[src/design/cholesky_factor_lower_rows_assert.svh]
// Assertion macros for the Cholesky row factoriser.
`ifndef CHOLESKY_FACTOR_LOWER_ROWS_ASSERT_SVH
`define CHOLESKY_FACTOR_LOWER_ROWS_ASSERT_SVH

// Same-cycle implication, disabled during reset.
`define CHLR_ASSERT_NOW(lbl, clk, rst_n, ante, cons, msg) \
    lbl: assert property (@(posedge clk) disable iff (!rst_n) (ante) |-> (cons)) \
        else $error(msg);

// Next-cycle implication, disabled during reset.
`define CHLR_ASSERT_NEXT(lbl, clk, rst_n, ante, cons, msg) \
    lbl: assert property (@(posedge clk) disable iff (!rst_n) (ante) |=> (cons)) \
        else $error(msg);

`endif

[src/design/chlr_pkg.sv]
// Shared constants, types and helpers of the Cholesky row factoriser.
`default_nettype none
package chlr_pkg;

    localparam int MAX_ORDER  = 8;
    localparam int FRAC_BITS  = 16;
    localparam int WORD_W     = 32;
    localparam int ACC_W      = 64;
    localparam int SIZE_W     = 4;
    localparam int IDX_W      = $clog2(MAX_ORDER);
    localparam int CNT_W      = $clog2(MAX_ORDER + 1);
    localparam int TRI_DEPTH  = MAX_ORDER * (MAX_ORDER + 1) / 2;
    localparam int TRI_W      = $clog2(TRI_DEPTH);
    localparam int FIFO_DEPTH = 2;
    localparam int STEP_W     = $clog2(ACC_W);

    localparam logic [SIZE_W-1:0] SIZE_RESET = SIZE_W'(8);

    // shared unit operation codes
    localparam logic MODE_DIV  = 1'b0;
    localparam logic MODE_SQRT = 1'b1;

    typedef logic signed [WORD_W-1:0] t_word;
    typedef logic signed [ACC_W-1:0]  t_acc;
    typedef logic [IDX_W-1:0]         t_idx;
    typedef logic [TRI_W-1:0]         t_taddr;

    localparam t_word WORD_MAX = {1'b0, {(WORD_W-1){1'b1}}};
    localparam t_word WORD_MIN = {1'b1, {(WORD_W-1){1'b0}}};

    // one classified element travelling from front to back
    typedef struct packed {
        t_word value;
        t_idx  row;
        t_idx  col;
        logic  diag;
        logic  clr;
        logic  last;
    } t_item;

    // packed-triangle address of entry (r, c)
    function automatic t_taddr tri_addr(t_idx r, t_idx c);
        logic [2*IDX_W:0] w;
        w = ((2*IDX_W+1)'(r) * ((2*IDX_W+1)'(r) + 1'b1)) >> 1;
        return TRI_W'(w + (2*IDX_W+1)'(c));
    endfunction

endpackage
`default_nettype wire

[src/design/chlr_fifo.sv]
// Short queue between front and back.
`default_nettype none
module chlr_fifo (
    input  wire                 i_clk,
    input  wire                 i_rst_n,
    input  wire                 i_push,
    input  wire chlr_pkg::t_item i_item,
    output logic                o_full,
    input  wire                 i_pop,
    output logic                o_valid,
    output chlr_pkg::t_item     o_item
);

    localparam int PTR_W = (chlr_pkg::FIFO_DEPTH > 1) ? $clog2(chlr_pkg::FIFO_DEPTH) : 1;
    localparam int CT_W  = $clog2(chlr_pkg::FIFO_DEPTH + 1);

    chlr_pkg::t_item r_mem [chlr_pkg::FIFO_DEPTH];
    logic [PTR_W-1:0] r_wp, r_rp;
    logic [CT_W-1:0]  r_cnt;
    logic do_push, do_pop;

    assign o_full  = (r_cnt == CT_W'(chlr_pkg::FIFO_DEPTH));
    assign o_valid = (r_cnt != '0);
    assign o_item  = r_mem[r_rp];
    assign do_push = i_push && !o_full;
    assign do_pop  = i_pop && o_valid;

    function automatic logic [PTR_W-1:0] bump(logic [PTR_W-1:0] p);
        return (p == PTR_W'(chlr_pkg::FIFO_DEPTH - 1)) ? '0 : p + 1'b1;
    endfunction

    // storage
    always_ff @(posedge i_clk) begin
        if (do_push) begin
            r_mem[r_wp] <= i_item;
        end
    end

    // pointers and fill
    always_ff @(posedge i_clk) begin
        if (!i_rst_n) begin
            r_wp  <= '0;
            r_rp  <= '0;
            r_cnt <= '0;
        end else begin
            if (do_push) begin
                r_wp <= bump(r_wp);
            end
            if (do_pop) begin
                r_rp <= bump(r_rp);
            end
            if (do_push && !do_pop) begin
                r_cnt <= r_cnt + 1'b1;
            end else if (do_pop && !do_push) begin
                r_cnt <= r_cnt - 1'b1;
            end
        end
    end

endmodule
`default_nettype wire

[config.mk]
export PLATFORM = sky130hd
export DESIGN_NAME = chlr_fifo
export DESIGN_NICKNAME = d
export VERILOG_FILES = /design/src/design/cholesky_factor_lower_rows_assert.svh /design/src/design/chlr_pkg.sv /design/src/design/chlr_fifo.sv
export SDC_FILE = /design/constraint.sdc
export NUM_CORES = 1
export LEC_CHECK = 0
export BUFFER_PORTS_ARGS = -buffer_cell sky130_fd_sc_hd__buf_2
export CAP_MARGIN = 20
export CORE_MARGIN = 1
export CORE_UTILIZATION = 51
export CTS_CLUSTER_SIZE = 30
export DETAILED_ROUTE_END_ITERATION = 12
export PLACE_DENSITY = 0.83
export SLEW_MARGIN = 20
export SYNTH_ARGS = -nofsm -noshare
export SYNTH_HDL_FRONTEND = slang
export SYNTH_SLANG_ARGS = --single-unit
[constraint.sdc]
create_clock -name i_clk -period 3.5 [get_ports i_clk]
set_input_delay 0.525 -clock i_clk [delete_from_list [all_inputs] [get_ports i_clk]]
set_output_delay 0.525 -clock i_clk [all_outputs]
set_load 0.03 [all_outputs]
==> flow_summary.json <==
{
  "status": "finished clean",
  "dp_hpwl_microns": 3038,
  "path_max_fanout": 41,
  "leakagePower_nw": 1.485,
  "rsz0062_at_grt": "no",
  "yosysSeqAreaShare_pct": 80.44,
  "start_kind": "register",
  "timing.final.max_slew_violations": 0,
  "die_w_microns": 81.03,
  "rr_startpoint": "r_cnt[0]$_SDFFE_PN0P_",
  "clock_tree.root_cell": "clkbuf_8",
  "syn_to_final_growth_pct": 23.37,
  "maxCapViolations": 0,
  "grt.overflow.total": 0,
  "numPortBuffers": 87,
  "finalCriticalPeriod_ns": 2.442,
  "r2r_slack_ns": 1.67,
  "clk_pin_slew_ns": 0.07,
  "vdd_drop_max_uv": 619.0,
  "finalSetupViolations": 0,
  "ys_types": 22,
  "wl_per_cell_microns": 14.47,
  "endpoint": "o_item[37]",
  "grtUsageTotal_pct": 15.09,
  "dieHeight_microns": 81.03,
  "critPathKind": "reg2out",
  "cts_resized": 0,
  "relSlewSlack_pct": 36.22,
  "vias": 1622,
  "avgSynthCellArea_sq_um": 20.82,
  "place_congestion": 0.6827,
  "numCtsBuffers": 9,
  "power.density_nw_per_um2": 777.6,
  "rows": 28,
  "totalWireLength_microns": 4731,
  "cts_tree": "built",
  "finalNetCount": 293,
  "ys_ff_latch": 87,
  "postCtsSetupBuffers": 0,
  "p_total_mw": 3.056,
  "tns_ns": 0,
  "grt_pass1_vias": 1582,
  "syn_inst": 153,
  "cts_max_path_buffers": 2,
  "htree_num_levels": 3,
  "timing.hold.ws_ns": 0.3768,
  "antenna_found_initial": 0,
  "worstReg2RegEnd": "r_mem[1][39]$_DFFE_PP_",
  "diodes": 0,
  "design.die.area_sq_um": 6566,
  "reg2regPathDepth": 2,
  "core_area_sq_um": 5956,
  "insertion_delay_ns": 0.33,
  "fmax_ghz": 0.4096,
  "worst_slew_pin_slew_ns": 0.9567,
  "hold_path_depth": 1,
  "crit_required_ns": 2.97,
  "finalInstanceArea_sq_um": 3930,
  "ios": 88,
  "drc": 0,
  "hp-class": "in2reg",
  "first_pass_iters": 4,
  "arrival_ns": 1.92,
  "hold_buffers": 0,
  "vias_per_cell": 4.960,
  "ant_nets": 0,
  "layout-drive-gt1-share_pct": 57.54,
  "dpl-instance-area_sq_um": 3706,
  "syn_area_sq_um": 3186,
  "yosysWarnings": 0,
  "cts_num_sinks": 87,
  "final_util_pct": 65.99,
  "min-delay-start": "i_item[34]",
  "grt_pass1_wl_microns": 7093,
  "syn_nets": 199,
  "drt-initial-drc-count": 42,
  "worstSetupEndpointType": "primary output",
  "start_util_pct": 53.49,
  "post-route-period-util_pct": 69.76,
  "hold_violations": 0,
  "grt_max_degree": 42,
  "clock_skew_ns": 0.005944
}
through the flow:
step | instances | worst slack, ns
after floorplan | 153 | 0.7905
after CTS | 327 | 0.9824
after global placement | 311 | 1.357
after global routing | 327 | 0.9019
final | 327 | 1.058
after detailed placement | 311 | 1.363
flip-flops by register name, indices dropped and copies added (netlist names), named ones only:
signal  flops
r_rp        1
r_wp        1
r_mem      82
r_cnt       2
power by group:
part | internal [mW] | switching [mW] | leakage, nW
registers | 1.31 | 0.102 | 0.807
clock network | 0.441 | 0.304 | 0.114
logic | 0.337 | 0.561 | 0.564
total | 2.09 | 0.968 | 1.49
metal layers:
metal / track usage [%] / routed length [microns]
met5: 0 / 0
met4: 6.964 / 46
met3: 3.820 / 281
met2: 25.29 / 2383
met1: 18.35 / 2020
critical path: stages, from the launching register on:
cell and delay [ns]:
dfxtp_2 0.95, mux2_2 0.42, buf_2 0.18
cells by family (layout without fill, tap and decap cells):
kind of cell | after synthesis | after routing | share of synthesized area [%]
AND/OR/NAND/NOR | 9 | 9 | 1.807
multiplexers | 41 | 41 | 14.49
XOR/XNOR | 3 | 3 | 0.8250
buffers and inverters | 7 | 106 | 1.021
flip-flops | 87 | 87 | 80.44
adder cells (fa/ha/maj) | 1 | 1 | 0.3927
AO/OA/AOI/OAI | 5 | 5 | 1.021
cells in the mapped netlist:
master / number / area [sq um]
or2_2: 1 / 6.260
inv_1: 1 / 3.750
or3_1: 1 / 6.260
a21boi_1: 1 / 7.510
mux2_2: 38 / 427.9
o21ai_0: 1 / 5.000
nor2_1: 1 / 3.750
ha_1: 1 / 12.51
buf_2: 5 / 25.02
edfxtp_1: 82 / 2462
inv_2: 1 / 3.750
xor2_1: 1 / 8.760
and2_1: 3 / 18.77
o21a_1: 1 / 7.510
a21boi_0: 1 / 7.510
xnor2_1: 2 / 17.52
dfxtp_1: 5 / 100.1
and3_1: 1 / 6.260
nor3_2: 1 / 10.01
o21ai_1: 1 / 5.000
mux2_1: 3 / 33.78
nand2b_1: 1 / 6.260
cells in the final DEF, fill, tap and decap left out, types with 2 or more instances in the layout:
| cell | count |
|---|---|
| clkbuf_1 | 2 |
| bufinv_16 | 2 |
| mux2_2 | 38 |
| clkbuf_8 | 11 |
| mux2_1 | 3 |
| xnor2_1 | 2 |
| and2_1 | 3 |
| edfxtp_1 | 82 |
| dfxtp_1 | 4 |
| buf_2 | 87 |
layout make-up:
type / count / area, sq um
multi-input combinational: 59 / 598.1
inverter: 2 / 7.507
tap: 75 / 93.84
timing repair buffer: 88 / 442.9
clock buffer: 13 / 158.9
fill: 436 / 2026
sequential: 87 / 2564
clock inverter: 3 / 65.06
how the worst min path moves through the flow:
stage | to
floorplan | r_cnt[1]$_SDFFE_PN0P_
global placement | r_cnt[1]$_SDFFE_PN0P_
detailed placement | r_cnt[1]$_SDFFE_PN0P_
CTS | r_mem[0][1]$_DFFE_PP_
global route | r_mem[0][1]$_DFFE_PP_
finish | r_mem[0][34]$_DFFE_PP_
Power figures use the tool's default switching activity.
