==> src/design/cholesky_factor_lower_rows_assert.svh <==
// Assertion macros for the Cholesky row factoriser.
`ifndef CHOLESKY_FACTOR_LOWER_ROWS_ASSERT_SVH
`define CHOLESKY_FACTOR_LOWER_ROWS_ASSERT_SVH

// Same-cycle implication, disabled during reset.
`define CHLR_ASSERT_NOW(lbl, clk, rst_n, ante, cons, msg) \
    lbl: assert property (@(posedge clk) disable iff (!rst_n) (ante) |-> (cons)) \
        else $error(msg);

// Next-cycle implication, disabled during reset.
`define CHLR_ASSERT_NEXT(lbl, clk, rst_n, ante, cons, msg) \
    lbl: assert property (@(posedge clk) disable iff (!rst_n) (ante) |=> (cons)) \
        else $error(msg);

`endif

==> src/design/chlr_pkg.sv <==
// Shared constants, types and helpers of the Cholesky row factoriser.
`default_nettype none
package chlr_pkg;

    localparam int MAX_ORDER  = 8;
    localparam int FRAC_BITS  = 16;
    localparam int WORD_W     = 32;
    localparam int ACC_W      = 64;
    localparam int SIZE_W     = 4;
    localparam int IDX_W      = $clog2(MAX_ORDER);
    localparam int CNT_W      = $clog2(MAX_ORDER + 1);
    localparam int TRI_DEPTH  = MAX_ORDER * (MAX_ORDER + 1) / 2;
    localparam int TRI_W      = $clog2(TRI_DEPTH);
    localparam int FIFO_DEPTH = 2;
    localparam int STEP_W     = $clog2(ACC_W);

    localparam logic [SIZE_W-1:0] SIZE_RESET = SIZE_W'(8);

    // shared unit operation codes
    localparam logic MODE_DIV  = 1'b0;
    localparam logic MODE_SQRT = 1'b1;

    typedef logic signed [WORD_W-1:0] t_word;
    typedef logic signed [ACC_W-1:0]  t_acc;
    typedef logic [IDX_W-1:0]         t_idx;
    typedef logic [TRI_W-1:0]         t_taddr;

    localparam t_word WORD_MAX = {1'b0, {(WORD_W-1){1'b1}}};
    localparam t_word WORD_MIN = {1'b1, {(WORD_W-1){1'b0}}};

    // one classified element travelling from front to back
    typedef struct packed {
        t_word value;
        t_idx  row;
        t_idx  col;
        logic  diag;
        logic  clr;
        logic  last;
    } t_item;

    // packed-triangle address of entry (r, c)
    function automatic t_taddr tri_addr(t_idx r, t_idx c);
        logic [2*IDX_W:0] w;
        w = ((2*IDX_W+1)'(r) * ((2*IDX_W+1)'(r) + 1'b1)) >> 1;
        return TRI_W'(w + (2*IDX_W+1)'(c));
    endfunction

endpackage
`default_nettype wire

==> src/design/chlr_divsqrt.sv <==
// Shared iterative unit: signed 64/32 division or 64-bit integer square root.
`default_nettype none
module chlr_divsqrt (
    input  wire             i_clk,
    input  wire             i_rst_n,
    input  wire             i_start,
    input  wire             i_mode,
    input  wire chlr_pkg::t_acc  i_acc,
    input  wire chlr_pkg::t_word i_divisor,
    output logic            o_done,
    output chlr_pkg::t_word o_result
);

    localparam int AW = chlr_pkg::ACC_W;
    localparam int WW = chlr_pkg::WORD_W;

    logic                          r_busy, r_mode, r_neg, r_done;
    logic [chlr_pkg::STEP_W-1:0]   r_cnt;
    logic [WW-1:0]                 r_den, r_rem;
    logic [AW-1:0]                 r_q, r_v, r_bit;
    chlr_pkg::t_word               r_result;

    logic [WW:0]   rem_sh;
    logic          d_ge, s_ge;
    logic [WW-1:0] n_rem;
    logic [AW-1:0] n_q, n_v, sum, mag_a;
    logic [WW-1:0] mag_d;
    chlr_pkg::t_word fin;

    assign mag_a = i_acc[AW-1] ? AW'(-i_acc) : AW'(i_acc);
    assign mag_d = i_divisor[WW-1] ? WW'(-i_divisor) : WW'(i_divisor);

    // one restoring step or one root digit
    always_comb begin
        rem_sh = {r_rem, r_q[AW-1]};
        d_ge   = rem_sh >= {1'b0, r_den};
        n_rem  = d_ge ? WW'(rem_sh - {1'b0, r_den}) : rem_sh[WW-1:0];
        sum    = r_q + r_bit;
        s_ge   = r_v >= sum;
        n_v    = s_ge ? r_v - sum : r_v;
        if (r_mode == chlr_pkg::MODE_DIV) begin
            n_q = {r_q[AW-2:0], d_ge};
        end else begin
            n_q = s_ge ? (r_q >> 1) + r_bit : (r_q >> 1);
        end
    end

    // sign and saturate the finished magnitude
    always_comb begin
        if (r_mode == chlr_pkg::MODE_SQRT) begin
            fin = (n_q > AW'(chlr_pkg::WORD_MAX)) ? chlr_pkg::WORD_MAX : WW'(n_q);
        end else if (!r_neg) begin
            fin = (n_q > AW'(chlr_pkg::WORD_MAX)) ? chlr_pkg::WORD_MAX : WW'(n_q);
        end else begin
            fin = (n_q > (AW'(chlr_pkg::WORD_MAX) + 1'b1)) ? chlr_pkg::WORD_MIN
                                                          : WW'(-n_q);
        end
    end

    assign o_done   = r_done;
    assign o_result = r_result;

    always_ff @(posedge i_clk) begin
        if (!i_rst_n) begin
            r_busy <= 1'b0;
            r_done <= 1'b0;
        end else begin
            r_done <= 1'b0;
            if (i_start) begin
                r_mode <= i_mode;
                r_rem  <= '0;
                if (i_mode == chlr_pkg::MODE_DIV) begin
                    r_neg <= i_acc[AW-1] ^ i_divisor[WW-1];
                    r_q   <= mag_a;
                    r_den <= mag_d;
                    r_cnt <= chlr_pkg::STEP_W'(AW - 1);
                    if (i_divisor == '0) begin
                        r_done   <= 1'b1;
                        r_result <= i_acc[AW-1] ? chlr_pkg::WORD_MIN : chlr_pkg::WORD_MAX;
                    end else begin
                        r_busy <= 1'b1;
                    end
                end else begin
                    r_v    <= AW'(i_acc);
                    r_q    <= '0;
                    r_bit  <= AW'(1) << (AW - 2);
                    r_cnt  <= chlr_pkg::STEP_W'(AW / 2 - 1);
                    r_busy <= 1'b1;
                end
            end else if (r_busy) begin
                r_q   <= n_q;
                r_rem <= n_rem;
                r_v   <= n_v;
                r_bit <= r_bit >> 2;
                r_cnt <= r_cnt - 1'b1;
                if (r_cnt == '0) begin
                    r_busy   <= 1'b0;
                    r_done   <= 1'b1;
                    r_result <= fin;
                end
            end
        end
    end

endmodule
`default_nettype wire

==> config.mk <==
export PLATFORM = sky130hd
export DESIGN_NAME = chlr_divsqrt
export DESIGN_NICKNAME = d
export VERILOG_FILES = /design/src/design/cholesky_factor_lower_rows_assert.svh /design/src/design/chlr_pkg.sv /design/src/design/chlr_divsqrt.sv
export SDC_FILE = /design/constraint.sdc
export NUM_CORES = 1
export LEC_CHECK = 0
export BUFFER_PORTS_ARGS = -buffer_cell sky130_fd_sc_hd__buf_2
export CORE_ASPECT_RATIO = 0.8
export CORE_MARGIN = 2
export CORE_UTILIZATION = 40
export DETAILED_ROUTE_END_ITERATION = 8
export SKIP_CTS_REPAIR_TIMING = 1
export SLEW_MARGIN = 0
export SYNTH_ARGS = -nofsm -noshare
export SYNTH_HDL_FRONTEND = slang
export SYNTH_SLANG_ARGS = --single-unit
==> constraint.sdc <==
create_clock -name i_clk -period 22.9 [get_ports i_clk]
set_clock_uncertainty 0.2 [all_clocks]
set_input_delay 0 -clock i_clk [delete_from_list [all_inputs] [get_ports i_clk]]
set_output_delay 0 -clock i_clk [all_outputs]
set_load 0.01 [all_outputs]
==> impl_metrics.toml, run 1 <==
[run_status]
status = "complete, no violations"

[layout]
n_fill_cell = 6004
syn_to_final_growth_pct = 16.6
utilization_pct = 46.9
ff_latch_area_um2 = 7970
antennaDiodeCount = 0
fin_area_um2 = 29200
nNetsFinal = 3408
drive_above_1_share_pct = 9.20
multiInputGateArea_um2 = 16100

[synthesis]
synth_commonest_cells = "nand2_1 (296), edfxtp_1 (264), o21ai_0 (226)"
syn_nets = 3188
synth_area_leaders = "edfxtp_1 (32%), ha_1 (8.4%), xnor2_1 (4.9%), xor2_1 (4.7%), o21ai_0 (4.5%)"
yosysWarnings = 0
synth_cells = 2918
synth-async-reset-ratio_pct = 0
ys_seq_area_share_pct = 31.8
ys_ff_latch = 266
synth.distinct_cells = 103
syn-cell-area_um2 = 25000
synth.avg_cell_area_um2 = 8.58
synth_largest_area_cell = "edfxtp_1"
yosysMostFrequentCell = "nand2_1"
synth_edf_count = 264
synthFlopType = "edfxtp_1"
synth_top_area_share_pct = 31.7

[clock_tree]
cts_tree = "built"
cts_max_level = 2
clk_path_buf_depth = 3
cts.sinks = 266
worstSkewPairLatency_ps = 580
cts_root_buf = "clkbuf_16"
cts_made_buffers = 34
path_clk_slew_ps = 60

[detailed_routing]
ant_nets = 0
drc = 0
avgViaCountPerCell = 6.13
drt-pass1-iter-count = 6
dr.first_iter.drc_count = 2510
wl_per_cell_um = 22.4
via_count = 24553
wl_um = 89800

[floorplan]
io_pins = 133
die_w_um = 284
die_h_um = 228
die_area_um2 = 64600
initial_core_util_pct = 40.2
coreArea_um2 = 62300
rows = 82

[timing]
finalHoldViolCount = 0
rsz0062_at_grt = "no"
fmax_ghz = 0.0908
finalSetupTns_ps = 0
slew_headroom_pct = 14.6
finalCriticalPeriod_ps = 11010
setup_viol = 0
drv_slew = 0
fin_crit_sh_pct = 48.1
worst_pin_slew_ps = 1270

[worst_setup_path]
critPathKind = "reg -> reg"
worstPathMaxFanout = 32
max_stage_delay_ps = 940
arrival_ps = 11070
timing.reg2reg.worst_path_depth = 30
crit_slowest_cell = "or3b_1"
cp-end-kind = "register"
crit_required_ps = 22960
crit_top_cell = "o21ai_1"
cp-start-kind = "register"

[global_routing]
grt_pass1_vias = 22533
grt_pass1_wl_um = 135000
grt_max_degree = 91
antenna_found_initial = 2
track_usage_pct = 26.5
grt-ovfl-total = 0

[hold_path]
hp-class = "in -> reg"
hold_depth = 2

[power_and_ir_drop]
ir_drop_mv = 0.0445
power-per-cell-area_nw_per_um2 = 70.2
p_leak_nw = 11.0

[place]
portBuffers = 132
place_congestion = 0.939
hpwl_um = 65500
dpl_cell_area_um2 = 26400

[job]
drv_cap = 0
==> layout make-up <==
cell class                      instances  share of cell area, %
Timing Repair Buffer                  339                   9.09
Multi-Input combinational cell       2392                   55.0
Clock inverter                         16                  0.488
Inverter                              105                   1.35
Clock buffer                           45                   3.16
Sequential cell                       266                   27.3
Tap cell                              840                   3.60
==> through the flow <==
step / std cells / hold slack, ps / total power, mW / setup slack [ps]
2_1_floorplan: 2918 / -101 / 1.22 / 11260
3_3_place_gp: 3768 / 28.4 / 1.45 / 12420
3_5_place_dp: 3768 / 42.5 / 1.46 / 12170
4_1_cts: 3829 / -567 / 2.00 / 12090
5_1_grt: 4003 / 52.0 / 2.16 / 11380
6_report: 4003 / 66.6 / 2.05 / 11890
==> layer usage <==
layer	GRT usage (%)	wire (µm)	vias up
li1	-	-	11483
met1	39.1	41600	11925
met2	39.5	38700	1017
met3	4.94	7450	128
met4	6.65	1990	0
met5	0	0	-
==> worst paths after layout <==
| check | to | slack, ps | startpoint |
|---|---|---|---|
| max reg2reg | o_result[9] | 11890 | r_q[14] |
| max | o_result[9] | 11890 | r_q[14] |
| min reg2reg | r_busy | 320 | r_busy |
| min | r_mode | 70 | i_mode |
==> power by group <==
group          internal [mW]  leakage (nW)  switching [mW]
logic                  0.341          7.99           0.533
clock network          0.299         0.522           0.241
registers              0.595          2.51          0.0419
total                   1.24          11.0           0.816
==> registers in the layout, summed over array words and instances (netlist names) <==
| name | flops |
|---|---|
| r_mode | 1 |
| r_rem | 32 |
| r_bit | 32 |
| r_cnt | 6 |
| r_neg | 1 |
| o_done | 1 |
| r_v | 64 |
| r_busy | 1 |
| r_den | 32 |
| o_result | 32 |
| r_q | 64 |
==> critical path: cells and delay by family (launching register included) <==
| kind | cells | cell delay (ps) |
|---|---|---|
| flip-flops | 1 | 550 |
| adder cells (fa/ha/maj) | 2 | 820 |
| AO/OA/AOI/OAI | 13 | 3790 |
| AND/OR/NAND/NOR | 13 | 4820 |
| buffers and inverters | 2 | 510 |
==> cell families after synthesis <==
group / Yosys count / share of synthesized area, %
buf+inv: 260 / 4.20
simple gates: 964 / 19.0
xor+xnor: 274 / 9.58
mux: 38 / 1.54
flops: 266 / 31.8
compound gates: 946 / 25.3
fa+ha+maj: 170 / 8.55
==> placed cells by master, fill, tap and decap left out, types with 14 or more instances in the layout <==
master / count
nand2_1: 296
edfxtp_1: 264
o21ai_0: 226
nor2_1: 212
dlygate4sd3_1: 174
ha_1: 168
a21oi_1: 157
xnor2_1: 140
xor2_1: 134
buf_2: 131
inv_1: 104
a31oi_1: 70
nor2b_1: 67
nand3_1: 64
a21o_1: 63
o31ai_1: 61
nor3_1: 60
nand4_1: 56
o22ai_1: 54
or3_1: 40
mux2i_1: 34
clkbuf_16: 34
a211oi_1: 33
buf_4: 33
o21bai_1: 30
nand2b_1: 27
nor4_1: 27
o21a_1: 25
and2_1: 22
and3_1: 20
o41ai_1: 19
or4_1: 16
a31o_2: 15
o21ai_1: 14
a21boi_0: 14
(Power assumes the default switching activity.)
==> run 2: changes to the inputs <==
==> constraint.sdc (replaced) <==
create_clock -name i_clk -period 10.94 [get_ports i_clk]
set_clock_uncertainty 0.2 [all_clocks]
set_input_delay 0 -clock i_clk [delete_from_list [all_inputs] [get_ports i_clk]]
set_output_delay 0 -clock i_clk [all_outputs]
set_load 0.01 [all_outputs]
==> impl_metrics.toml, run 2 (synthesized netlist as in run 1, its figures left out) <==
[timing]
finalSetupTns_ps = 0
rsz0062_at_grt = "no"
fmax_ghz = 0.0966
worst_pin_slew_ps = 1070
drv_slew = 0
setup_viol = 0
slew_headroom_pct = 28.2
fin_crit_sh_pct = 94.6
finalCriticalPeriod_ps = 10350
finalHoldViolCount = 0

[floorplan]
die_h_um = 228
io_pins = 133
coreArea_um2 = 62300
initial_core_util_pct = 40.2
die_area_um2 = 64600
rows = 82
die_w_um = 284

[clock_tree]
cts.sinks = 266
clk_path_buf_depth = 3
cts_max_level = 2
path_clk_slew_ps = 70
cts_tree = "built"
cts_root_buf = "clkbuf_16"
worstSkewPairLatency_ps = 570
cts_made_buffers = 35

[job]
drv_cap = 0

[place]
place_congestion = 0.988
portBuffers = 132
hpwl_um = 67500

[worst_setup_path]
cp-start-kind = "register"
worstPathMaxFanout = 32
max_stage_delay_ps = 580
crit_slowest_cell = "nor4_2"
cp-end-kind = "register"
arrival_ps = 10540
ff2ff_setup_slack_ps = 590
critPathKind = "reg -> reg"
crit_required_ps = 11130

[detailed_routing]
drt-pass1-iter-count = 7
drc = 0
ant_nets = 0
wl_um = 91400
dr.first_iter.drc_count = 2942
via_count = 24522
avgViaCountPerCell = 6.12
wl_per_cell_um = 22.8

[layout]
multiInputGateArea_um2 = 16100
final_common_cell = "nand2_1"
biggestRegsByFlops = "r_q: 64 flops, r_v: 64 flops"
drive_above_1_share_pct = 9.98
utilization_pct = 47.0
n_fill_cell = 6022
final_cell_mix = "nand2_1 (296), edfxtp_1 (264), o21ai_0 (225), nor2_1 (212), ha_1 (168)"
antennaDiodeCount = 0
ff_latch_area_um2 = 7970
nNetsFinal = 3409
syn_to_final_growth_pct = 16.9

[global_routing]
grt_pass1_vias = 22455
grt_pass1_wl_um = 136000
antenna_found_initial = 3
grt-ovfl-total = 0
grt_max_degree = 92
track_usage_pct = 26.9

[power_and_ir_drop]
ir_drop_mv = 0.118
power-per-cell-area_nw_per_um2 = 150
p_leak_nw = 11.1

[run_status]
status = "complete, no violations"

[hold_path]
hp-class = "in -> reg"
[run 2: changes by cell type in the layout (fill, tap and decap cells not counted), sizes merged]
| cell | previous run | this run |
|---|---|---|
| clkinv | 13 | 14 |
| bufinv | 1 | 3 |
| buf | 165 | 183 |
| dlygate4sd3 | 174 | 156 |
| inv | 106 | 105 |
[run 2: layer usage]
metal,routed length (µm),share of wire [%],GRT usage [%],vias up
met5,13,0.014,0,-
met4,1840,2.0,6.04,2
met3,8240,9.0,5.28,132
met2,38700,42,39.2,1038
met1,42500,47,40.7,11875
li1,-,-,-,11475
[run 2: worst max-delay path: cells and delay by family (launching register included)]
kind | cells | cell delay (ps)
xor gates and xnor gates | 1 | 180
AOI/OAI and AO/OA | 16 | 3870
DFF | 1 | 540
and+or+nand+nor | 10 | 3760
adders and majority gates | 2 | 790
buffers and inverters | 3 | 800
[run 2: where the power goes]
group	total [mW]	switching [mW]	internal, mW
Clock	1.20	0.511	0.689
Combinational	1.85	1.13	0.715
Sequential	1.34	0.0911	1.25
Total	4.38	1.73	2.65
[run 2: final timing paths]
check | from | end | cells after the start
setup / recovery | r_q[2] | o_result[4] | 32
hold / removal | i_divisor[0] | r_den[0] | 2
setup reg to reg | r_q[2] | o_result[4] | 32
hold reg to reg | r_busy | r_busy | 1
[run 2: per-stage QoR]
stage | total power, mW | setup slack, ps | hold slack [ps] | cells | area [µm²]
after floorplan | 2.56 | 965 | -101 | 2918 | 25000
after global placement | 3.05 | 682 | 30.0 | 3786 | 26500
after detailed placement | 3.08 | 540 | 41.7 | 3786 | 26500
after CTS | 4.29 | 507 | -555 | 3849 | 27700
after global routing | 4.61 | 59.6 | 7.38 | 4005 | 29300
final | 4.38 | 593 | 19.2 | 4005 | 29300
[run 2: layout make-up]
| type | count | share of cell area (%) |
|---|---|---|
| Clock inverter | 18 | 0.714 |
| Clock buffer | 45 | 3.22 |
| Inverter | 105 | 1.35 |
| Multi-Input combinational cell | 2392 | 55.0 |
| Sequential cell | 266 | 27.2 |
| Tap cell | 840 | 3.59 |
| Timing Repair Buffer | 339 | 8.92 |
