===== config.mk =====
export PLATFORM = sky130hd
export DESIGN_NAME = chlr_front
export DESIGN_NICKNAME = d
export VERILOG_FILES = /design/src/design/cholesky_factor_lower_rows_assert.svh /design/src/design/chlr_pkg.sv /design/src/design/chlr_front.sv
export SDC_FILE = /design/constraint.sdc
export NUM_CORES = 1
export LEC_CHECK = 0
export BUFFER_PORTS_ARGS = -buffer_cell sky130_fd_sc_hd__buf_2
export CORE_MARGIN = 1
export CORE_UTILIZATION = 43
export CTS_BUF_LIST = sky130_fd_sc_hd__clkbuf_8
export DETAILED_ROUTE_END_ITERATION = 6
export PLACE_DENSITY = 0.89
export REMOVE_ABC_BUFFERS = 1
export SKIP_LAST_GASP = 1
export SLEW_MARGIN = 10
export SYNTH_ARGS = -nofsm -noshare
export SYNTH_HDL_FRONTEND = slang
export SYNTH_SLANG_ARGS = --single-unit

===== constraint.sdc =====
create_clock -name i_clk -period 5.3 [get_ports i_clk]
set_clock_uncertainty 0.05 [all_clocks]
set_input_delay 0.265 -clock i_clk [delete_from_list [all_inputs] [get_ports i_clk]]
set_output_delay 0.265 -clock i_clk [all_outputs]
set_load 0.02 [all_outputs]

===== src/design/cholesky_factor_lower_rows_assert.svh =====
// Assertion macros for the Cholesky row factoriser.
`ifndef CHOLESKY_FACTOR_LOWER_ROWS_ASSERT_SVH
`define CHOLESKY_FACTOR_LOWER_ROWS_ASSERT_SVH

// Same-cycle implication, disabled during reset.
`define CHLR_ASSERT_NOW(lbl, clk, rst_n, ante, cons, msg) \
    lbl: assert property (@(posedge clk) disable iff (!rst_n) (ante) |-> (cons)) \
        else $error(msg);

// Next-cycle implication, disabled during reset.
`define CHLR_ASSERT_NEXT(lbl, clk, rst_n, ante, cons, msg) \
    lbl: assert property (@(posedge clk) disable iff (!rst_n) (ante) |=> (cons)) \
        else $error(msg);

`endif


===== src/design/chlr_pkg.sv =====
// Shared constants, types and helpers of the Cholesky row factoriser.
`default_nettype none
package chlr_pkg;

    localparam int MAX_ORDER  = 8;
    localparam int FRAC_BITS  = 16;
    localparam int WORD_W     = 32;
    localparam int ACC_W      = 64;
    localparam int SIZE_W     = 4;
    localparam int IDX_W      = $clog2(MAX_ORDER);
    localparam int CNT_W      = $clog2(MAX_ORDER + 1);
    localparam int TRI_DEPTH  = MAX_ORDER * (MAX_ORDER + 1) / 2;
    localparam int TRI_W      = $clog2(TRI_DEPTH);
    localparam int FIFO_DEPTH = 2;
    localparam int STEP_W     = $clog2(ACC_W);

    localparam logic [SIZE_W-1:0] SIZE_RESET = SIZE_W'(8);

    // shared unit operation codes
    localparam logic MODE_DIV  = 1'b0;
    localparam logic MODE_SQRT = 1'b1;

    typedef logic signed [WORD_W-1:0] t_word;
    typedef logic signed [ACC_W-1:0]  t_acc;
    typedef logic [IDX_W-1:0]         t_idx;
    typedef logic [TRI_W-1:0]         t_taddr;

    localparam t_word WORD_MAX = {1'b0, {(WORD_W-1){1'b1}}};
    localparam t_word WORD_MIN = {1'b1, {(WORD_W-1){1'b0}}};

    // one classified element travelling from front to back
    typedef struct packed {
        t_word value;
        t_idx  row;
        t_idx  col;
        logic  diag;
        logic  clr;
        logic  last;
    } t_item;

    // packed-triangle address of entry (r, c)
    function automatic t_taddr tri_addr(t_idx r, t_idx c);
        logic [2*IDX_W:0] w;
        w = ((2*IDX_W+1)'(r) * ((2*IDX_W+1)'(r) + 1'b1)) >> 1;
        return TRI_W'(w + (2*IDX_W+1)'(c));
    endfunction

endpackage
`default_nettype wire


===== src/design/chlr_front.sv =====
// Front end: takes element beats, tracks the matrix position, classifies.
`default_nettype none
module chlr_front (
    input  wire                          i_clk,
    input  wire                          i_rst_n,
    input  wire                          i_in_valid,
    output logic                         o_in_ready,
    input  wire chlr_pkg::t_word         i_element_value,
    input  wire                          i_matrix_start,
    input  wire [chlr_pkg::SIZE_W-1:0]   i_matrix_size,
    input  wire                          i_full,
    output logic                         o_push,
    output chlr_pkg::t_item              o_item
);

    logic [chlr_pkg::CNT_W-1:0] n_ord;
    chlr_pkg::t_idx r_row, r_col;
    chlr_pkg::t_idx cur_i, cur_j;
    logic start, wrap, diag;

    // order in force, clamped to 1..MAX_ORDER
    always_comb begin
        if (i_matrix_size == '0) begin
            n_ord = chlr_pkg::CNT_W'(1);
        end else if (32'(i_matrix_size) > chlr_pkg::MAX_ORDER) begin
            n_ord = chlr_pkg::CNT_W'(chlr_pkg::MAX_ORDER);
        end else begin
            n_ord = chlr_pkg::CNT_W'(i_matrix_size);
        end
    end

    // position of this beat
    always_comb begin
        start = i_matrix_start || (chlr_pkg::CNT_W'(r_row) >= n_ord);
        cur_i = start ? '0 : r_row;
        cur_j = start ? '0 : r_col;
        if (cur_j > cur_i) begin
            cur_j = cur_i;
        end
        diag = (cur_j == cur_i);
        wrap = (chlr_pkg::CNT_W'(cur_i) + 1'b1) >= n_ord;
    end

    assign o_in_ready   = !i_full;
    assign o_push       = i_in_valid && !i_full;
    assign o_item.value = i_element_value;
    assign o_item.row   = cur_i;
    assign o_item.col   = cur_j;
    assign o_item.diag  = diag;
    assign o_item.clr   = start;
    assign o_item.last  = diag && wrap;

    always_ff @(posedge i_clk) begin
        if (!i_rst_n) begin
            r_row <= '0;
            r_col <= '0;
        end else if (o_push) begin
            if (!diag) begin
                r_col <= cur_j + 1'b1;
                r_row <= cur_i;
            end else begin
                r_col <= '0;
                r_row <= wrap ? '0 : cur_i + 1'b1;
            end
        end
    end

endmodule
`default_nettype wire


==> out/qor.csv, run 1 <==
stage,metric,value,unit
setup_path,CP Depth,15,
global_routing,initial antenna violation count,0,
place,port buffer count,19,
setup_path,worst r2r path cells,15,
cts,clock root buffer,clkbuf_8,
setup_path,Worst setup SP type,flip-flop,
logic_synthesis,Post-Synthesis Cells,135,
logic_synthesis,Post-synth EDFFs,0,
cts,TritonCTS clock tree,built,
drt,post-DR wirelength/cell,21.3,um
setup_path,capture point of the worst reg-to-reg path,r_col[2]$_SDFFE_PN0P_,
floorplan,die height,51.1,um
floorplan,die width,51.1,um
power,Pwr Total,0.157,mW
floorplan,die area,2610,sq um
logic_synthesis,sequential-to-total area share from yosys stat,0.116,
finish,register area,120,sq um
finish,Antenna Cells,0,
finish,Post-Route Utilization,0.422,
timing,fin. max-slew vios,0,
cts,htree depth,1,
setup_path,Critical Path AT,3750,ps
finish,Area Overhead vs Synth,-9.17,%
floorplan,I/O pin cnt,84,
global_routing,first-pass GRT wire length,4740,um
setup_path,CP Buf/Inv Count,1,
worst_hold_path,Hold Crit Class,in -> reg,
setup_path,CP Cell Sequence,ha_1 > or2_0 > a21oi_1 > a21o_2 > inv_2 > nor2_1 > ha_1 > and3_1 > a21oi_2 > mux2i_1 > nor2_1 > ha_1 > or3_1 > o31ai_1 > o2bb2ai_1,
setup_path,Worst Path Required,5410,ps
power,power density cells,166,nW/um^2
power,worst vdd ir,149,uV
timing,setup_tns,0,ps
setup_path,CP Launch Point,r_row[2]$_SDFFE_PN0P_,
global_routing,GRT Overall Usage,0.261,
setup_path,CP endpoint kind,flip-flop,
place,routability cong.,1.00,
floorplan,Starting Density,0.464,
setup_path,Worst Path Max Fanout,12,
drt,TritonRoute pass-1 iters,4,
finish,# fillers,241,
setup_path,Worst path top cell family by delay,simple AND/OR/NAND/NOR gates,
logic_synthesis,top-area cell type share of the netlist area,0.246,
logic_synthesis,Syn Area/Cell,7.68,sq um
status,result of the run,"finished, final reports clean",
floorplan,CORE AREA,2230,sq um
drt,DRC,0,
timing,count of final hold-check violations,0,
place,placed wire-length estimate,2770,um
timing,final period utilization,0.687,
setup_path,CP max stage delay,430,ps
setup_path,critical path's most frequent cell,ha_1,
cts,CTS Buf Count,3,
logic_synthesis,synth unique cells,41,
logic_synthesis,Yosys reg bits,6,
cts,CTS Sinks,6,
job,Max Cap Viol,0,
finish,ratio of cells with drive above 1 in the final layout,0.287,
timing,Period minus WS final,3640,ps
power,Leak,0.460,nW
cts,worst-skew pair later-pin latency,220,ps
floorplan,# rows,17,
timing,Peak Freq,0.275,GHz
timing,relative slew slack,0.754,
logic_synthesis,cell area after synthesis,1040,sq um
cts,Clock Tree Buf Depth,2,
logic_synthesis,main flop type after synthesis,dfxtp_1,
timing,RSZ-0062 raised after global routing,no,
global_routing,largest net degree at the start of global routing,13,
cts,Clock Pin Slew Worst Setup and Hold Paths,40,ps
logic_synthesis,top post-synthesis cells by area,"buf_4 25%, ha_1 14%, dfxtp_1 12%",
drt,Post-DRT Antenna Nets,0,
drt,Via density,5.87,
cts,setup bufs post-CTS,0,
finish,Multi-input gate area,609,sq um
global_routing,vias in the first global route,838,
timing,Finish-stage setup viols,0,
drt,Via Count,881,
setup_path,slowest CP cell,dfxtp_1,
setup_path,Setup crit end,r_col[2]$_SDFFE_PN0P_,
setup_path,critical path class,reg -> reg,
logic_synthesis,leading area contributor after synthesis,buf_4,
drt,drt total wl,3190,um
worst_hold_path,worst hold start,i_rst_n,
cts,CTS Hold Buffers Added,0,
setup_path,r2r setup slk,1660,ps
logic_synthesis,YS warnings,0,
finish,net count of the finished layout,177,
drt,initial detailed-routing violation count,15,
cts,Resized Gates After CTS,0,
timing,Tightest Pin Transition,368,ps
setup_path,reg-to-reg startpoint,r_row[2]$_SDFFE_PN0P_,
logic_synthesis,ys async rst share,0,
global_routing,total grt overflow,0,
## tightest hold or removal path: cells and delay by family
family | cells | cell delay [ps]
simple gates | 1 | 80
compound gates | 1 | 60
buf+inv | 1 | 140
## cells by family after synthesis
logic type                 synth area share
muxes                                0.0193
buffers and inverters                 0.297
and+or+nand+nor                       0.171
AOI/OAI and AO/OA                     0.218
adders and majority gates             0.145
DFF                                   0.116
xor gates and xnor gates             0.0338
## layout by cell type (no fill, tap or decap), types with 2 or more instances in the layout
cell,instances
buf_2,19
or3_1,2
nand2_1,10
ha_1,12
inv_2,4
inv_1,7
nand3_1,3
nor2_1,12
a22oi_1,2
xnor2_1,2
a21oi_2,2
o21ai_0,4
o31ai_1,2
a21oi_1,3
mux2i_1,2
and2_1,2
dfxtp_1,6
clkbuf_8,3
xor2_1,2
nor3_1,2
## worst min path at each step
| stage | endpoint | depth (start not counted) |
|---|---|---|
| after floorplan | r_col[1]$_SDFFE_PN0P_ | 2 |
| after global placement | r_col[2]$_SDFFE_PN0P_ | 1 |
| after detailed placement | r_col[2]$_SDFFE_PN0P_ | 1 |
| after CTS | r_col[1]$_SDFFE_PN0P_ | 3 |
| after global routing | r_col[0]$_SDFFE_PN0P_ | 3 |
| final | r_col[1]$_SDFFE_PN0P_ | 3 |
## registers in the layout (all words and copies together), names as in the netlist
signal  cells
r_row       3
r_col       3
## metal layers
layer / vias to the layer above / track usage / part of all wire
li1: 404 / - / -
met1: 400 / 0.275 / 0.37
met2: 71 / 0.373 / 0.41
met3: 6 / 0.256 / 0.21
met4: 0 / 0.0509 / 0.0060
met5: - / 0 / 0
## area by class of cell
cell class | count | share of cell area
multi-input combinational | 83 | 0.647
sequential | 6 | 0.127
timing repair buffer | 19 | 0.101
clock buffer | 3 | 0.0438
inverter | 11 | 0.0438
tap | 28 | 0.0372
## synth_stat cells, drive strengths merged, types with 3 or more instances
cell type and number:
nand3 3, buf 35, nand2 10, o21ai 5, inv 11, a22oi 3, a21oi 5, dfxtp 6
nor2 13, ha 12
## through the flow
step	worst slack [ps]	hold WS (ps)	instances	area, sq um
3_3_place_gp	1670	458	147	901
5_1_grt	1410	357	150	942
2_1_floorplan	1580	354	100	771
3_5_place_dp	1550	463	147	901
4_1_cts	1680	317	150	942
6_report	1660	318	150	942
## power breakdown
part,switching (mW),total [mW],internal (mW)
registers,0.00107,0.0472,0.0461
clock network,0.0199,0.0687,0.0488
logic,0.0257,0.0409,0.0152
Note: power is estimated with default switching activity, not from simulation.
==> run 2, diff against run 1 <==
--- a/config.mk
+++ b/config.mk
@@ -5,12 +5,13 @@
 export SDC_FILE = /design/constraint.sdc
 export NUM_CORES = 1
 export LEC_CHECK = 0
+export ABC_AREA = 1
 export BUFFER_PORTS_ARGS = -buffer_cell sky130_fd_sc_hd__buf_2
 export CORE_MARGIN = 1
-export CORE_UTILIZATION = 43
+export CORE_UTILIZATION = 41
 export CTS_BUF_LIST = sky130_fd_sc_hd__clkbuf_8
 export DETAILED_ROUTE_END_ITERATION = 6
-export PLACE_DENSITY = 0.89
+export PLACE_DENSITY = 0.85
 export REMOVE_ABC_BUFFERS = 1
 export SKIP_LAST_GASP = 1
 export SLEW_MARGIN = 10
==> constraint.sdc (replaced) <==
create_clock -name i_clk -period 3.7 [get_ports i_clk]
set_clock_uncertainty 0.05 [all_clocks]
set_input_delay 0.185 -clock i_clk [delete_from_list [all_inputs] [get_ports i_clk]]
set_output_delay 0.185 -clock i_clk [all_outputs]
set_load 0.02 [all_outputs]
==> out/qor.csv, run 2 <==
stage,metric,value,unit
setup_path,critical path class,reg -> out,
logic_synthesis,Post-synth EDFFs,0,
drt,TritonRoute pass-1 iters,4,
finish,# fillers,265,
cts,htree depth,1,
logic_synthesis,top-area cell type share of the netlist area,0.239,
timing,relative slew slack,0.717,
logic_synthesis,synth unique cells,23,
setup_path,Critical Path AT,3110,ps
floorplan,die width,53.1,um
drt,initial detailed-routing violation count,8,
finish,Area Overhead vs Synth,-7.61,%
global_routing,first-pass GRT wire length,4110,um
cts,Clock Pin Slew Worst Setup and Hold Paths,30,ps
timing,Finish-stage setup viols,0,
power,Pwr Total,0.238,mW
setup_path,Worst Path Required,3460,ps
drt,DR top layer,met4,
floorplan,die height,53.1,um
finish,"commonest non-fill, non-tap cell in the layout",nand2_1,
timing,Period minus WS final,3350,ps
global_routing,initial antenna violation count,0,
finish,Antenna Cells,0,
logic_synthesis,most common cell in the netlist,buf_4,
finish,Largest regs,"r_col (3), r_row (3)",
logic_synthesis,leading area contributor after synthesis,buf_4,
drt,Via density,5.04,
finish,net count of the finished layout,201,
setup_path,slowest CP cell,dfxtp_1,
finish,Final Non-Filler Cells,176,
timing,RSZ-0062 raised after global routing,no,
setup_path,CP max stage delay,400,ps
status,result of the run,"finished, final reports clean",
logic_synthesis,Post-Synthesis Cells,158,
setup_path,Worst setup SP type,flip-flop,
power,worst vdd ir,137,uV
cts,TritonCTS clock tree,built,
finish,post-route cell area,987,sq um
cts,CTS Hold Buffers Added,0,
logic_synthesis,ys async rst share,0,
setup_path,critical path's most frequent cell,nand2_1,
floorplan,Starting Density,0.431,
setup_path,Worst Path Max Fanout,8,
cts,Clock Tree Buf Depth,2,
finish,ratio of cells with drive above 1 in the final layout,0.247,
timing,final period utilization,0.904,
logic_synthesis,top cell types by occurrence after synthesis,"34 x buf_4, 33 x nand2_1, 17 x inv_1",
setup_path,CP Cell Sequence,inv_1 > ha_1 > inv_1 > nand2_1 > nand2_1 > nand2_1 > nand2_2 > nand3_4 > ha_1 > nand2_1 > nand2_1 > o21ai_0 > nand4_1 > nand2_1 > nand2_2 > nand3_4 > nor2_1 > buf_2,
logic_synthesis,sequential-to-total area share from yosys stat,0.112,
setup_path,Worst path top cell family by delay,simple AND/OR/NAND/NOR gates,
power,power density cells,241,nW/um^2
drt,met1 WL,1010,um
global_routing,GRT Overall Usage,0.215,
drt,DR WL met3,603,um
power,Leak,0.551,nW
logic_synthesis,top post-synthesis cells by area,"buf_4 24%, ha_1 14%, nand2_1 12%",
cts,Resized Gates After CTS,0,
cts,worst-skew pair later-pin latency,220,ps
finish,most frequent cells in the layout,"33 x nand2_1, 19 x buf_2, 17 x inv_1",
place,routability cong.,0.860,
timing,setup_tns,0,ps
place,port buffer count,19,
floorplan,# rows,18,
place,DP Area,946,sq um
cts,clock root buffer,clkbuf_8,
logic_synthesis,cell area after synthesis,1070,sq um
timing,count of final hold-check violations,0,
logic_synthesis,YS warnings,0,
floorplan,I/O pin cnt,84,
drt,met2 wire length,1190,um
cts,CTS Buf Count,3,
drt,post-DR wirelength/cell,16.0,um
timing,WHS,171,ps
setup_path,CP Buf/Inv Count,3,
global_routing,vias in the first global route,797,
logic_synthesis,main flop type after synthesis,dfxtp_1,
place,placed wire-length estimate,2510,um
job,Max Cap Viol,0,
cts,CTS Sinks,6,
timing,Tightest Pin Transition,419,ps
logic_synthesis,Yosys reg bits,6,
floorplan,die area,2810,sq um
cts,setup bufs post-CTS,0,
drt,Post-DRT Antenna Nets,0,
logic_synthesis,Syn Area/Cell,6.76,sq um
place,Placed Cells,173,
floorplan,CORE AREA,2480,sq um
setup_path,CP endpoint kind,output pin,
drt,Via Count,887,
worst_hold_path,Hold Crit Class,in -> reg,
drt,drt total wl,2810,um
drt,DRC,0,
timing,fin. max-slew vios,0,
global_routing,largest net degree at the start of global routing,9,
timing,Peak Freq,0.299,GHz
global_routing,total grt overflow,0,
==> run 2: cell types whose count changed after synthesis, moves of 3 or more <==
| cell | change |
|---|---|
| a21oi_1 | +5 |
| inv_1 | +10 |
| inv_2 | -3 |
| nand2_1 | +23 |
| nand2_2 | +5 |
| nand3_1 | +5 |
| nand4_1 | +6 |
==> run 2: path summary, 6_finish.rpt <==
path	startpoint	to	slack, ps	depth (start not counted)
min reg2reg	r_col[1]$_SDFFE_PN0P_	r_col[1]$_SDFFE_PN0P_	450	2
max	r_row[0]$_SDFFE_PN0P_	o_item[0]	350	18
min	i_rst_n	r_col[2]$_SDFFE_PN0P_	170	3
max reg2reg	r_row[0]$_SDFFE_PN0P_	r_row[2]$_SDFFE_PN0P_	530	20
==> run 2: layer usage <==
layer	vias up	track usage
met5	-	0
met3	2	0.218
met1	376	0.216
li1	458	-
met4	0	0.0526
met2	51	0.308
==> run 2: cells by family (layout without fill, tap and decap cells) <==
family	after synthesis	count (layout)	share of synthesized area
AO/OA/AOI/OAI	17	17	0.110
XOR/XNOR	1	1	0.00820
adder cells (fa/ha/maj)	12	12	0.141
buffers and inverters	52	40	0.302
flip-flops	6	6	0.112
AND/OR/NAND/NOR	70	70	0.327
==> run 2: power breakdown <==
| group | switching [mW] | total (mW) | internal, mW | leakage (nW) |
|---|---|---|---|---|
| Clock | 0.0242 | 0.0938 | 0.0695 | 0.0216 |
| Sequential | 0.00279 | 0.0701 | 0.0673 | 0.0487 |
| Combinational | 0.0476 | 0.0736 | 0.0260 | 0.481 |
| Total | 0.0746 | 0.238 | 0.163 | 0.551 |
==> run 2: through the flow <==
step	setup WS, ps	util
2_1_floorplan	501	-
3_3_place_gp	376	0.382
3_5_place_dp	338	0.382
4_1_cts	358	0.398
5_1_grt	44.0	0.398
6_report	354	0.398
==> run 2: area by class of cell <==
type,instances,area [sq um],share of cell area
clock buffers,3,41.3,0.0418
multi-input cells,100,626,0.634
well taps,30,37.5,0.0380
inverters,18,67.6,0.0684
repair buffers,19,95.1,0.0963
flip-flops and latches,6,120,0.122
==> run 2: tightest hold or removal path, cell delays in order <==
cell and delay [ps]:
buf_2 100, o21ai_0 60, a21oi_1 40
==> run 3, diff against run 2 <==
--- a/config.mk
+++ b/config.mk
@@ -7,11 +7,13 @@
 export LEC_CHECK = 0
 export ABC_AREA = 1
 export BUFFER_PORTS_ARGS = -buffer_cell sky130_fd_sc_hd__buf_2
+export CELL_PAD_IN_SITES_DETAIL_PLACEMENT = 1
+export CELL_PAD_IN_SITES_GLOBAL_PLACEMENT = 1
 export CORE_MARGIN = 1
-export CORE_UTILIZATION = 41
+export CORE_UTILIZATION = 26
 export CTS_BUF_LIST = sky130_fd_sc_hd__clkbuf_8
 export DETAILED_ROUTE_END_ITERATION = 6
-export PLACE_DENSITY = 0.85
+export PLACE_DENSITY = 0.84
 export REMOVE_ABC_BUFFERS = 1
 export SKIP_LAST_GASP = 1
 export SLEW_MARGIN = 10
==> out/qor.csv, run 3 (synthesized netlist as in run 2, its figures left out) <==
stage,metric,value,unit
setup_path,CP Buf/Inv Count,2,
floorplan,I/O pin cnt,84,
floorplan,die height,66.1,um
timing,Finish-stage setup viols,0,
power,clock share of power,0.398,
timing,final period utilization,0.914,
global_routing,first-pass GRT wire length,5380,um
floorplan,CORE AREA,3800,sq um
floorplan,die width,66.1,um
drt,DRC,0,
setup_path,Worst Path Max Fanout,8,
setup_path,Worst path top cell family by delay,compound AO/OA/AOI/OAI gates,
setup_path,critical path class,reg -> out,
drt,drt total wl,3590,um
finish,Post-Route Utilization,0.267,
finish,most frequent cells in the layout,"33 x nand2_1, 19 x buf_2, 16 x inv_1",
timing,post-route setup slack,320,ps
global_routing,largest net degree at the start of global routing,9,
setup_path,CP endpoint kind,output pin,
floorplan,# rows,22,
place,pre-CTS setup slack,145,ps
drt,post-DR wirelength/cell,18.5,um
setup_path,Worst Path Required,3460,ps
power,Leak,0.550,nW
job,Max Cap Viol,0,
place,Placed Cells,191,
drt,TritonRoute pass-1 iters,4,
power,worst vdd ir,146,uV
drt,Via Count,975,
cts,TritonCTS clock tree,built,
timing,WHS,171,ps
worst_hold_path,Hold Crit Class,in -> reg,
power,combinational power share,0.315,
timing,setup_tns,0,ps
cts,Clock Pin Slew Worst Setup and Hold Paths,40,ps
cts,CTS Buf Count,3,
finish,Final Non-Filler Cells,194,
timing,count of final hold-check violations,0,
drt,initial detailed-routing violation count,30,
cts,CTS Sinks,6,
cts,worst-skew pair later-pin latency,220,ps
finish,Area Overhead vs Synth,-5.04,%
finish,"commonest non-fill, non-tap cell in the layout",nand2_1,
global_routing,vias in the first global route,986,
setup_path,critical path's most frequent cell,ha_1,
setup_path,CP Cell Sequence,ha_1 > a21oi_4 > a21boi_4 > nand2_2 > inv_2 > ha_1 > nand4_1 > and2_1 > ha_1 > nand2_1 > o21ai_0 > nor2_1 > nor2_1 > buf_2,
finish,ratio of cells with drive above 1 in the final layout,0.260,
setup_path,Worst setup SP type,flip-flop,
global_routing,initial antenna violation count,0,
finish,net count of the finished layout,201,
timing,relative slew slack,0.770,
cts,CTS Hold Buffers Added,0,
drt,Via density,5.03,
setup_path,slowest CP cell,dfxtp_1,
power,Switching Fraction,0.336,
place,placed wire-length estimate,2930,um
timing,Period minus WS final,3380,ps
floorplan,Starting Density,0.281,
finish,Largest regs,"r_col (3), r_row (3)",
power,cell internal pwr,0.163,mW
finish,Antenna Cells,0,
setup_path,CP max stage delay,360,ps
place,port buffer count,19,
cts,Clock Tree Buf Depth,2,
floorplan,die area,4370,sq um
timing,RSZ-0062 raised after global routing,no,
cts,clock root buffer,clkbuf_8,
status,result of the run,"finished, final reports clean",
global_routing,GRT Overall Usage,0.174,
cts,htree depth,1,
place,routability cong.,0.811,
timing,fin. max-slew vios,0,
power,Seq pwr share,0.286,
timing,Peak Freq,0.296,GHz
setup_path,Critical Path AT,3140,ps
global_routing,total grt overflow,0,
timing,Tightest Pin Transition,342,ps
power,Switching Power,0.0825,mW
power,power density cells,242,nW/um^2
drt,Post-DRT Antenna Nets,0,
==> run 3: final cells by class <==
| class | count | area (sq um) |
|---|---|---|
| clock buffer | 3 | 41.3 |
| fill | 503 | 2780 |
| inverter | 18 | 67.6 |
| multi-input combinational | 100 | 631 |
| sequential | 6 | 120 |
| tap | 48 | 60.1 |
| timing repair buffer | 19 | 95.1 |
==> run 3: through the flow <==
stage                     power [mW]  cell area (sq um)
after global routing           0.262               1010
after global placement         0.146                968
after detailed placement       0.149                968
final                          0.246               1010
after CTS                      0.250               1010
after floorplan                0.125                813
==> run 3: worst register-to-register path, stage by stage, from the launching register on <==
cell and delay, ps:
dfxtp_1 410, inv_1 70, ha_1 290, inv_1 50, nand2_1 40, nand2_1 50
nand2_1 100, nand2_2 190, nand3_4 150, ha_1 360, nand2_1 70, nand2_1 60
o21ai_1 310, nand3_1 170, o21ai_1 230, ha_1 230, xor2_1 140, nand2_1 60
a21oi_1 120
==> run 3: worst paths after layout <==
| path | startpoint | to | slack [ps] | depth (start not counted) |
|---|---|---|---|---|
| max reg2reg | r_row[0]$_SDFFE_PN0P_ | r_col[2]$_SDFFE_PN0P_ | 480 | 18 |
| max | r_row[2]$_SDFFE_PN0P_ | o_item[0] | 320 | 14 |
| min | i_rst_n | r_col[2]$_SDFFE_PN0P_ | 170 | 3 |
| min reg2reg | r_col[1]$_SDFFE_PN0P_ | r_col[1]$_SDFFE_PN0P_ | 440 | 2 |
==> run 3: power by group through the flow <==
| stage | registers [mW] | clock network (mW) | logic, mW |
|---|---|---|---|
| after floorplan | 0.0702 | 0 | 0.0546 |
| after global placement | 0.0711 | 0 | 0.0746 |
| after detailed placement | 0.0712 | 0 | 0.0775 |
| after CTS | 0.0702 | 0.102 | 0.0780 |
| after global routing | 0.0705 | 0.105 | 0.0867 |
| final | 0.0704 | 0.0980 | 0.0775 |
==> run 3: repair_timing <==
item                                    CTS  global route
setup buffers                             0             0
endpoints found under the hold margin     0             0
resized for setup                         0             3
endpoints found under the setup margin    0             2
==> run 3: routing by layer <==
metal,track usage,share of wire
met5,0.0833,0
met4,0.0612,0.012
met3,0.124,0.16
met2,0.221,0.39
met1,0.216,0.44
